$ cat src/rtl/albl_pkg.sv
// Shared constants, register codes and types for the ambient light backlight core.
`default_nettype none
package albl_pkg;

   localparam int WINDOW = 5;
   localparam int LUX_W = 16;
   localparam int LEVEL_W = 8;
   localparam int MODE_W = 2;
   localparam int CNT_W = $clog2(WINDOW + 1);
   localparam logic [CNT_W-1:0] MID_RANK = CNT_W'(WINDOW / 2);

   localparam int CSR_IDX_W = 3;
   localparam int CSR_DATA_W = 16;
   localparam logic [CSR_IDX_W-1:0] CSR_DAY_THRESHOLD = 3'd0;
   localparam logic [CSR_IDX_W-1:0] CSR_DUSK_THRESHOLD = 3'd1;
   localparam logic [CSR_IDX_W-1:0] CSR_DAY_LEVEL = 3'd2;
   localparam logic [CSR_IDX_W-1:0] CSR_DUSK_LEVEL = 3'd3;
   localparam logic [CSR_IDX_W-1:0] CSR_NIGHT_LEVEL = 3'd4;

   localparam logic [LUX_W-1:0] DAY_THRESHOLD_RST = 16'd100;
   localparam logic [LUX_W-1:0] DUSK_THRESHOLD_RST = 16'd10;
   localparam logic [LEVEL_W-1:0] DAY_LEVEL_RST = 8'd255;
   localparam logic [LEVEL_W-1:0] DUSK_LEVEL_RST = 8'd80;
   localparam logic [LEVEL_W-1:0] NIGHT_LEVEL_RST = 8'd20;

   localparam logic [MODE_W-1:0] MODE_DAY = 2'd0;
   localparam logic [MODE_W-1:0] MODE_DUSK = 2'd1;
   localparam logic [MODE_W-1:0] MODE_NIGHT = 2'd2;

   localparam logic ACT_SAMPLE = 1'b0;
   localparam logic ACT_TICK = 1'b1;

   localparam int REQ_DATA_W = 16;
   localparam int RSP_DATA_W = 32;

   typedef struct packed {
      logic shift;
      logic start;
      logic step;
   } cell_ctl_type;

endpackage
`default_nettype wire

$ cat src/rtl/ambient_light_median_backlight_core.sv
// Top level: sample window cell row, median select, day/dusk/night class and ramp.
// A tick request goes from acceptance straight to the done state; a sample request
// passes the load, rank count and select states, and in the rank count each sample
// circulates once around the row of WINDOW cells. One request is in work at a time;
// a new request is accepted while the previous result still waits in the output
// register. The window is shift ordered (oldest entry drops out), which gives the
// same median as a ring buffer.
`default_nettype none
module ambient_light_median_backlight_core (
   input  wire logic                                clock,
   input  wire logic                                reset,
   input  wire logic                                req_tvalid,
   output logic                                     req_tready,
   input  wire logic [albl_pkg::REQ_DATA_W-1:0]     req_tdata,  // [15:0] lux
   input  wire logic                                req_tuser,  // [0] action
   output logic                                     rsp_tvalid,
   input  wire logic                                rsp_tready,
   // [7:0] brightness, [9:8] mode, [25:10] median_lux, [26] ramping, [31:27] zero
   output logic [albl_pkg::RSP_DATA_W-1:0]          rsp_tdata,
   input  wire logic                                csr_we,
   input  wire logic [albl_pkg::CSR_IDX_W-1:0]      csr_index,
   input  wire logic [albl_pkg::CSR_DATA_W-1:0]     csr_wdata
);

   localparam int W = albl_pkg::WINDOW;
   localparam int STEP_W = (W > 2) ? $clog2(W - 1) : 1;
   localparam logic [STEP_W-1:0] STEP_LAST = STEP_W'((W > 1) ? W - 2 : 0);

   localparam logic [2:0] ST_IDLE   = 3'd0;
   localparam logic [2:0] ST_LOAD   = 3'd1;
   localparam logic [2:0] ST_COUNT  = 3'd2;
   localparam logic [2:0] ST_SELECT = 3'd3;
   localparam logic [2:0] ST_DONE   = 3'd4;

   logic [2:0]                        state_ff, state_in;
   logic [STEP_W-1:0]                 step_ff, step_in;
   logic                              act_ff;

   logic [albl_pkg::LUX_W-1:0]        day_thr_ff, dusk_thr_ff;
   logic [albl_pkg::LEVEL_W-1:0]      day_lvl_ff, dusk_lvl_ff, night_lvl_ff;

   logic [albl_pkg::MODE_W-1:0]       class_ff, class_in;
   logic [albl_pkg::LEVEL_W-1:0]      now_ff, now_in;
   logic [albl_pkg::LEVEL_W-1:0]      goal_ff, goal_in;
   logic [albl_pkg::LUX_W-1:0]        median_ff;

   logic                              rsp_valid_ff;
   logic [albl_pkg::LEVEL_W-1:0]      rsp_bright_ff;
   logic [albl_pkg::MODE_W-1:0]       rsp_mode_ff;
   logic [albl_pkg::LUX_W-1:0]        rsp_median_ff;
   logic                              rsp_ramp_ff;

   logic                              accept, commit;
   albl_pkg::cell_ctl_type            ctl;
   logic [albl_pkg::LUX_W-1:0]        cell_value [W];
   logic [albl_pkg::LUX_W-1:0]        cell_probe [W];
   logic [W-1:0]                      cell_hit;
   logic [albl_pkg::LUX_W-1:0]        median_sel;
   logic [albl_pkg::MODE_W-1:0]       cls;
   logic [albl_pkg::LEVEL_W-1:0]      cls_level;

   assign req_tready = (state_ff == ST_IDLE);
   assign accept     = req_tvalid && req_tready;
   assign commit     = (state_ff == ST_DONE) && (!rsp_valid_ff || rsp_tready);

   assign ctl.shift = accept && (req_tuser == albl_pkg::ACT_SAMPLE);
   assign ctl.start = (state_ff == ST_LOAD);
   assign ctl.step  = (state_ff == ST_COUNT);

   // cell row: samples shift toward higher cells, probes rotate toward lower cells
   for (genvar i = 0; i < W; i++) begin : g_cell
      localparam int NXT = (i + 1) % W;
      localparam int PRV = (i == 0) ? 0 : i - 1;
      albl_cell u_cell (
         .clock      (clock),
         .reset      (reset),
         .ctl        (ctl),
         .value_prev ((i == 0) ? req_tdata[albl_pkg::LUX_W-1:0] : cell_value[PRV]),
         .probe_next (cell_probe[NXT]),
         .value_ff   (cell_value[i]),
         .probe_ff   (cell_probe[i]),
         .hit        (cell_hit[i])
      );
   end

   // every hitting cell holds the same value, so an OR picks it
   always_comb begin
      median_sel = '0;
      for (int i = 0; i < W; i++) begin
         median_sel = median_sel | (cell_hit[i] ? cell_value[i] : '0);
      end
   end

   always_comb begin
      state_in = state_ff;
      step_in  = step_ff;
      unique case (state_ff)
         ST_IDLE: begin
            if (accept) begin
               state_in = (req_tuser == albl_pkg::ACT_SAMPLE) ? ST_LOAD : ST_DONE;
            end
         end
         ST_LOAD: begin
            step_in  = '0;
            state_in = (W > 1) ? ST_COUNT : ST_SELECT;
         end
         ST_COUNT: begin
            step_in = step_ff + STEP_W'(1);
            if (step_ff == STEP_LAST) begin
               state_in = ST_SELECT;
            end
         end
         ST_SELECT: state_in = ST_DONE;
         ST_DONE: begin
            if (commit) begin
               state_in = ST_IDLE;
            end
         end
         default: state_in = ST_IDLE;
      endcase
   end

   always_comb begin
      priority if (median_ff >= day_thr_ff) begin
         cls = albl_pkg::MODE_DAY;
      end else if (median_ff >= dusk_thr_ff) begin
         cls = albl_pkg::MODE_DUSK;
      end else begin
         cls = albl_pkg::MODE_NIGHT;
      end
      unique case (cls)
         albl_pkg::MODE_DAY:  cls_level = day_lvl_ff;
         albl_pkg::MODE_DUSK: cls_level = dusk_lvl_ff;
         default:             cls_level = night_lvl_ff;
      endcase
   end

   always_comb begin
      class_in = class_ff;
      goal_in  = goal_ff;
      now_in   = now_ff;
      if (act_ff == albl_pkg::ACT_SAMPLE) begin
         if (cls != class_ff) begin
            class_in = cls;
            goal_in  = cls_level;
         end
      end else begin
         priority if (now_ff < goal_ff) begin
            now_in = now_ff + albl_pkg::LEVEL_W'(1);
         end else if (now_ff > goal_ff) begin
            now_in = now_ff - albl_pkg::LEVEL_W'(1);
         end
      end
   end

   always_ff @(posedge clock) begin
      if (reset) begin
         state_ff <= ST_IDLE;
         step_ff  <= '0;
      end else begin
         state_ff <= state_in;
         step_ff  <= step_in;
      end
   end

   always_ff @(posedge clock) begin
      if (accept) begin
         act_ff <= req_tuser;
      end
   end

   always_ff @(posedge clock) begin
      if (reset) begin
         day_thr_ff   <= albl_pkg::DAY_THRESHOLD_RST;
         dusk_thr_ff  <= albl_pkg::DUSK_THRESHOLD_RST;
         day_lvl_ff   <= albl_pkg::DAY_LEVEL_RST;
         dusk_lvl_ff  <= albl_pkg::DUSK_LEVEL_RST;
         night_lvl_ff <= albl_pkg::NIGHT_LEVEL_RST;
      end else if (csr_we) begin
         unique case (csr_index)
            albl_pkg::CSR_DAY_THRESHOLD:  day_thr_ff   <= csr_wdata;
            albl_pkg::CSR_DUSK_THRESHOLD: dusk_thr_ff  <= csr_wdata;
            albl_pkg::CSR_DAY_LEVEL:      day_lvl_ff   <= csr_wdata[albl_pkg::LEVEL_W-1:0];
            albl_pkg::CSR_DUSK_LEVEL:     dusk_lvl_ff  <= csr_wdata[albl_pkg::LEVEL_W-1:0];
            albl_pkg::CSR_NIGHT_LEVEL:    night_lvl_ff <= csr_wdata[albl_pkg::LEVEL_W-1:0];
            default: ;
         endcase
      end
   end

   always_ff @(posedge clock) begin
      if (reset) begin
         class_ff  <= albl_pkg::MODE_DAY;
         now_ff    <= albl_pkg::DAY_LEVEL_RST;
         goal_ff   <= albl_pkg::DAY_LEVEL_RST;
         median_ff <= '0;
      end else begin
         if (state_ff == ST_SELECT) begin
            median_ff <= median_sel;
         end
         if (commit) begin
            class_ff <= class_in;
            now_ff   <= now_in;
            goal_ff  <= goal_in;
         end
      end
   end

   always_ff @(posedge clock) begin
      if (reset) begin
         rsp_valid_ff <= 1'b0;
      end else if (commit) begin
         rsp_valid_ff <= 1'b1;
      end else if (rsp_tready) begin
         rsp_valid_ff <= 1'b0;
      end
   end

   always_ff @(posedge clock) begin
      if (commit) begin
         rsp_bright_ff <= now_in;
         rsp_mode_ff   <= class_in;
         rsp_median_ff <= median_ff;
         rsp_ramp_ff   <= (now_in != goal_in);
      end
   end

   assign rsp_tvalid = rsp_valid_ff;
   assign rsp_tdata  = {5'd0, rsp_ramp_ff, rsp_median_ff, rsp_mode_ff, rsp_bright_ff};

`ifndef SYNTHESIS
   a_count_bound: assert property (@(posedge clock) disable iff (reset)
      (state_ff == ST_COUNT) |-> (step_ff <= STEP_LAST))
      else $error("rank count ran past the window");

   a_mode_legal: assert property (@(posedge clock) disable iff (reset)
      rsp_valid_ff |-> (rsp_mode_ff != 2'd3))
      else $error("illegal light class in result");

   a_rsp_matches_state: assert property (@(posedge clock) disable iff (reset)
      rsp_valid_ff |-> ((rsp_bright_ff == now_ff) && (rsp_mode_ff == class_ff)
                        && (rsp_ramp_ff == (now_ff != goal_ff))))
      else $error("result register disagrees with level state");

   a_tick_no_window: assert property (@(posedge clock) disable iff (reset)
      (accept && (req_tuser == albl_pkg::ACT_TICK)) |=> (state_ff == ST_DONE))
      else $error("tick request entered the median path");
`endif

endmodule
`default_nettype wire

$ cat src/rtl/albl_cell.sv
// One window cell: holds a sample, a circulating probe and its rank counters.
`default_nettype none
module albl_cell (
   input  wire logic                       clock,
   input  wire logic                       reset,
   input  wire albl_pkg::cell_ctl_type     ctl,
   input  wire logic [albl_pkg::LUX_W-1:0] value_prev,
   input  wire logic [albl_pkg::LUX_W-1:0] probe_next,
   output logic [albl_pkg::LUX_W-1:0]      value_ff,
   output logic [albl_pkg::LUX_W-1:0]      probe_ff,
   output logic                            hit
);

   logic [albl_pkg::CNT_W-1:0] lt_ff;
   logic [albl_pkg::CNT_W-1:0] le_ff;

   always_ff @(posedge clock) begin
      if (reset) begin
         value_ff <= '0;
      end else if (ctl.shift) begin
         value_ff <= value_prev;
      end
   end

   // lt counts smaller entries, le counts smaller-or-equal ones including itself
   always_ff @(posedge clock) begin
      if (ctl.start) begin
         probe_ff <= value_ff;
         lt_ff    <= '0;
         le_ff    <= albl_pkg::CNT_W'(1);
      end else if (ctl.step) begin
         probe_ff <= probe_next;
         lt_ff    <= lt_ff + albl_pkg::CNT_W'(probe_next < value_ff);
         le_ff    <= le_ff + albl_pkg::CNT_W'(probe_next <= value_ff);
      end
   end

   assign hit = (lt_ff <= albl_pkg::MID_RANK) && (albl_pkg::MID_RANK < le_ff);

endmodule
`default_nettype wire
$ cat config.mk
export PLATFORM = sky130hd
export DESIGN_NAME = ambient_light_median_backlight_core
export DESIGN_NICKNAME = d
export VERILOG_FILES = /design/src/rtl/albl_pkg.sv /design/src/rtl/ambient_light_median_backlight_core.sv /design/src/rtl/albl_cell.sv
export SDC_FILE = /design/constraint.sdc
export NUM_CORES = 1
export LEC_CHECK = 0
export BUFFER_PORTS_ARGS = -buffer_cell sky130_fd_sc_hd__buf_4
export CORE_MARGIN = 10
export CORE_UTILIZATION = 55
export DETAILED_ROUTE_END_ITERATION = 10
export PLACE_DENSITY_LB_ADDON = 0.15
export SLEW_MARGIN = 20
export SYNTH_ARGS = -nofsm -noshare
export SYNTH_HDL_FRONTEND = slang
export SYNTH_SLANG_ARGS = --single-unit
export TNS_END_PERCENT = 20
$ cat constraint.sdc
create_clock -name clock -period 4.75 [get_ports clock]
set_input_delay 0.7125 -clock clock [delete_from_list [all_inputs] [get_ports clock]]
set_output_delay 0.7125 -clock clock [all_outputs]
set_load 0.01 [all_outputs]
# [Word-level counts from Yosys, hierarchy flattened]
# Cells that the tools add are included.
[classes] n_addsub=13 magnitude_cmp=24 eq_ne=15 muxes=33 n_bitwise=5 reduce_logical=21
[ops] op="2-to-1 mux 16 bit" n=15
[ops] op="<= comparator 16 bit" n=5
[ops] op="< comparator 16 bit" n=5
[ops] op="bitwise OR 16 bit" n=4
[ops] op="2-to-1 mux 8 bit" n=5
[ops] op=">= comparator 16 bit" n=2
[ops] op="adder 3 x 1 -> 3 bit" n=10
[ops] op="one-hot mux 8 bit (2 select lines)" n=1
[ops] op="<= comparator 3 x 2 -> 1 bit (second input constant)" n=5
[ops] op="< comparator 2 x 3 -> 1 bit (first input constant)" n=5
[ops] op="one-hot mux 3 bit (5 select lines)" n=1
[ops] op="equality test 3 x 2 -> 1 bit (second input constant)" n=4
[ops] op="2-to-1 mux 3 bit" n=4
[ops] op="AND reduction 2 bit" n=5
[ops] op="adder 8 x 1 -> 8 bit (second input constant)" n=1
[ops] op="greater-than comparator 8 bit" n=1
[ops] op="logical AND 1 bit" n=8
[ops] op="< comparator 8 bit" n=1
[ops] op="2-to-1 mux 2 bit" n=4
[ops] op="!= test 8 bit" n=1
[ops] op="subtractor 8 x 1 -> 8 bit (second input constant)" n=1
[ops] op="equality test 3 x 1 -> 1 bit (second input constant)" n=2
[ops] op="equality test 3 bit (second input constant)" n=2
[ops] op="zero test 3 bit" n=2
[ops] op="14 further kinds" n=17
[totals] regBits=314 out_inout_bits=34 word_cells=148

# [Logic depth before layout (Yosys ltp)]
[logic_depth] ltp_word=8 ltp_mapped=17 depth_no_buf=17

# [Modules after synthesis]
# From an unflattened synthesis, not the netlist that was laid out.
[hier_totals] cells_unflattened=1654 area_unflattened_um2=16408.2
[by_module_without_submodules] module="albl_cell" instances=5 cells_each=174 area_each_um2=1926.8
[by_module_without_submodules] module="ambient_light_median_backlight_core" instances=1 cells_each=784 area_each_um2=6774.0

# [Worst setup path before layout]
# Ideal clock, no wire load.
[synth_path] kind="register -> register" start="register state_ff[0]" end="register g_cell[0].u_cell.probe_ff[0] (netlist name), enable pin" arrival_ns=2.878 required_time_ns=4.316 slack_ns=1.439 stages_incl_launch_ff=5 path_cell_list="dfxtp_1 clkbuf_1 nor3b_1 nor2_1 inv_1"
[synth_via] elab_chain_len=2
[synth_rtl] item="start, declared" line="ambient_light_median_backlight_core.sv:35" source="logic [2:0] state_ff, state_in;"
[synth_rtl] item="start signal, assigned" line="ambient_light_median_backlight_core.sv:161" source="state_ff <= state_in;"
[synth_rtl] item="equality test 3 x 2 -> 1 bit or equality test 3 x 1 -> 1 bit (tied branches)" line="ambient_light_median_backlight_core.sv:68, ambient_light_median_backlight_core.sv:67"
[synth_rtl] item="nonzero test 2 bit (no line) (*)"
[synth_rtl] item="end signal, assigned" line="albl_cell.sv:28" source="probe_ff <= value_ff;"
[synth_rtl] item="end signal, assigned" line="albl_cell.sv:32" source="probe_ff <= probe_next;"
[synth_rtl] item="end, declared" line="albl_cell.sv:10" source="output logic [albl_pkg::LUX_W-1:0] probe_ff,"
# Every way passes the cells marked *; elsewhere a longest branch is shown, timed or not.
# A chain may end at the register's enable or synchronous reset.

# [Final worst setup path]
[layout_path] start="register day_thr_ff[11] (netlist name)" end="register rsp_ramp_ff (data pin)"
[layout_via] elab_chain_len=7
[layout_rtl] item="start, declared" line="ambient_light_median_backlight_core.sv:39" source="logic [albl_pkg::LUX_W-1:0] day_thr_ff, dusk_thr_ff;"
[layout_rtl] item="start signal, assigned" line="ambient_light_median_backlight_core.sv:174" source="day_thr_ff <= albl_pkg::DAY_THRESHOLD_RST;"
[layout_rtl] item="start signal, assigned" line="ambient_light_median_backlight_core.sv:181" source="albl_pkg::CSR_DAY_THRESHOLD: day_thr_ff <= csr_wdata;"
[layout_rtl] item=">= comparator 16 bit (*)" line="ambient_light_median_backlight_core.sv:124" source="priority if (median_ff >= day_thr_ff) begin"
[layout_rtl] item="2-to-1 mux 2 bit (*)" line="ambient_light_median_backlight_core.sv:124"
[layout_rtl] item="equality test 2 x 1 -> 1 bit or zero test 2 bit (tied branches)" line="ambient_light_median_backlight_core.sv:131" source="unique case (cls)"
[layout_rtl] item="one-hot mux 8 bit (2 select lines)" line="ambient_light_median_backlight_core.sv:131"
[layout_rtl] item="2-to-1 mux 8 bit (*)" line="ambient_light_median_backlight_core.sv:143" source="if (cls != class_ff) begin"
[layout_rtl] item="2-to-1 mux 8 bit (*)" line="ambient_light_median_backlight_core.sv:142" source="if (act_ff == albl_pkg::ACT_SAMPLE) begin"
[layout_rtl] item="!= test 8 bit (*)" line="ambient_light_median_backlight_core.sv:224" source="rsp_ramp_ff <= (now_in != goal_in);"
[layout_rtl] item="end signal, assigned" line="ambient_light_median_backlight_core.sv:224"
[layout_rtl] item="end, declared" line="ambient_light_median_backlight_core.sv:51" source="logic rsp_ramp_ff;"
# Marked as above.

==> flow_summary.yaml <==
grt:
  initial_antenna_violation_count: 0
  first_global_vias: 12501
  global_route_wire_length_before_repair_mm: 65.8
  globalRouteOverflowTotal: 0
  grt_max_degree: 79
  globalRouteTotalUtil_pct: 22.6
final_layout:
  most_frequent_cells_in_the_layout: "nand2_1 (430), dfxtp_1 (206), a21oi_1 (189), ha_1 (143), inv_1 (128)"
  fillcell_total: 2386
  final_net_count: 1985
  layout-drive-gt1-share_pct: 8.70
  num_antenna_cells: 0
  flow.area_growth_from_synthesis_pct: 12.4
  layout.cells.most_common: "nand2_1"
run:
  max-cap-violations: 0
timing:
  fin_skew_ns: 0.0179
  finalHoldViolCount: 0
  relative_slew_margins_pct: 24.9
  timing.fmax_mhz: 260
  worstMarginPinSlew_ns: 1.12
  final.period_utilization_pct: 81.1
  final_period_minus_worst_setup_slack_ns: 3.85
  rsz0062_at_grt: "no"
  slew_viol_final: 0
  tns_ns: 0
  finalSetupViolCount: 0
logic_synthesis:
  number_of_synthesized_flops_with_an_enable_pin: 108
  synth.distinct_cells: 66
  netlist_area_mm2: 0.0157
  avgSynthCellArea_um2: 8.84
  synth.top_cells.by_area: "dfxtp_1 (26%), edfxtp_1 (21%), ha_1 (11%)"
  synth_ff_type: "dfxtp_1"
  yosys.area.top_type: "dfxtp_1"
  postSynth.asyncResetShare_pct: 0
  synth_top_area_share_pct: 26.3
  postSynthCellCount: 1771
  register_area_share_after_synthesis_pct: 47.1
  ys.warnings.count: 0
  synth_seq_cells: 314
floorplanning:
  floorplan_die_area_mm2: 0.0356
  pin_count: 75
  floorplan.initialDensity_pct: 56.0
  core_mm2: 0.0279
  core.rowCount: 61
  die_w_um: 189
  die_h_um: 189
clock_network:
  htreeDepth: 2
  numCtsBuffers: 35
  tritoncts_clock_tree: "built"
  cts_setup_buffers: 0
  cts-hold-fix-buffers: 0
  cts-root-to-sink-buffers: 3
  cts_sinks: 314
  root_buffer: "clkbuf_16"
  insertion_delay_ns: 0.51
  clk_pin_slew_ns: 0.06
  cts_resized: 0
place:
  place.detailed.hpwl_mm: 28.4
  place.gp.congestion: 0.902
  buffer_ports.inserted: 69
power:
  power_leakage_uw: 0.00684
  worst_vdd_rail_ir_drop_mv: 0.253
  cellPowerDensity_mw_per_mm2: 388
  total_power_uw: 6830
routing:
  detailroute.via_count: 12703
  postRouteWirelength_mm: 40.5
  detail_route.drc_violations: 0
  avgRoutedWirePerCell_um: 18.4
  dr.pass1.iters: 8
  route.antenna.remaining_nets: 0
  detail_route.vias_per_cell: 5.76
  drt_iter0_markers: 1243
worst_setup_path:
  crit_slowest_cell: "or3_1"
  crit_required_ns: 5.00
  timing.critical_path.slowest_cell_delay_ns: 0.52
  critPathLaunchType: "flop"
  worstPathArrival_ns: 4.10
  critical_path.cell_chain: "inv_1 > ha_1 > and2_4 > a221oi_2 > o21ai_1 > a21oi_2 > nor4b_1 > or3_1 > mux2i_1 > xnor2_1 > a2111o_1 > or4_1"
  critical_path_class: "flop to flop"
  crit_fanout: 19
  critPathCaptureType: "flop"
worst_hold_path:
  timing.hold.worst.class: "input port to flop"
run_status:
  run_status: "finished clean"
==> state kept, by name (all words and copies together), names as in the netlist, 3 cells and up <==
name	count
g_cell.u_cell.probe_ff	80
dusk_lvl_ff	8
goal_ff	8
rsp_bright_ff	8
day_thr_ff	16
now_ff	8
dusk_thr_ff	16
night_lvl_ff	8
state_ff	3
rsp_median_ff	16
g_cell.u_cell.lt_ff	15
day_lvl_ff	8
g_cell.u_cell.value_ff	80
g_cell.u_cell.le_ff	15
median_ff	16
==> final cells by class <==
type / instances / area [µm²] / share of cell area [%]
Clock inverter: 17 / 181 / 1.03
Sequential cell: 314 / 7370 / 41.9
Tap cell: 378 / 473 / 2.69
Timing Repair Buffer: 85 / 638 / 3.63
Clock buffer: 46 / 970 / 5.51
Inverter: 130 / 488 / 2.77
Multi-Input combinational cell: 1235 / 7480 / 42.5
==> power by group <==
part | internal, µW | total (µW) | switching (µW)
combinational | 365 | 1010 | 647
sequential | 2970 | 3090 | 121
clock | 1650 | 2730 | 1070
total | 4990 | 6830 | 1840
==> cell families (layout without fill, tap and decap cells) <==
logic type / Yosys count / in the layout / synth area share (%)
buffers and inverters: 226 / 278 / 5.67
DFF: 314 / 314 / 47.1
AOI/OAI and AO/OA: 445 / 445 / 17.1
adders and majority gates: 143 / 143 / 11.4
muxes: 25 / 25 / 1.62
xor gates and xnor gates: 22 / 22 / 1.23
other: 1 / 5 / 0.0240
and+or+nand+nor: 595 / 595 / 15.9
==> worst paths after layout <==
path	startpoint	endpoint	slack, ns	cells past startpoint
max reg2reg	day_thr_ff[11]$_SDFFE_PP0P_	rsp_ramp_ff$_DFFE_PP_	0.90	12
max	day_thr_ff[11]$_SDFFE_PP0P_	rsp_ramp_ff$_DFFE_PP_	0.90	12
min reg2reg	median_ff[0]$_SDFFE_PP0N_	rsp_median_ff[0]$_DFFE_PP_	0.43	0
min	req_tuser	act_ff$_DFFE_PP_	0.40	1
==> Yosys cell counts, types with 13 or more instances <==
cell type,n
o211ai_1,15
a211oi_1,13
a21oi_1,189
a21o_1,26
nand3_1,27
dfxtp_1,206
nor2_1,52
o21ai_0,112
clkbuf_1,86
edfxtp_1,108
o21a_1,25
a221oi_1,18
ha_1,143
inv_1,129
xor2_1,13
a222oi_1,16
nand4_1,26
mux2i_1,22
nand2_1,431
==> through the flow <==
stage	utilization [%]	setup WS (ns)	instance area (µm²)	hold WS, ns	instances
after floorplan	-	1.44	15700	0.408	1775
after global placement	58.9	1.00	16400	0.410	2142
after detailed placement	58.9	0.908	16400	0.415	2142
after CTS	63.0	0.904	17600	0.385	2205
after global routing	63.0	0.648	17600	0.388	2205
final	63.0	0.899	17600	0.402	2205
==> worst max-delay path, delay by kind of cell, from the launching register on <==
family,cells,cell delay [ns]
and+or+nand+nor,4,1.46
AOI/OAI and AO/OA,4,1.07
DFF,1,0.33
adders and majority gates,1,0.32
muxes,1,0.28
xor gates and xnor gates,1,0.08
buffers and inverters,1,0.05
==> layer usage <==
layer / up-vias / share of wire, % / GRT usage (%)
met5: - / 0 / 0
met4: 0 / 3.7 / 8.55
met3: 89 / 6.7 / 3.40
met2: 418 / 45 / 35.6
met1: 6019 / 44 / 30.7
li1: 6177 / - / -
Power figures use the tool's default switching activity.
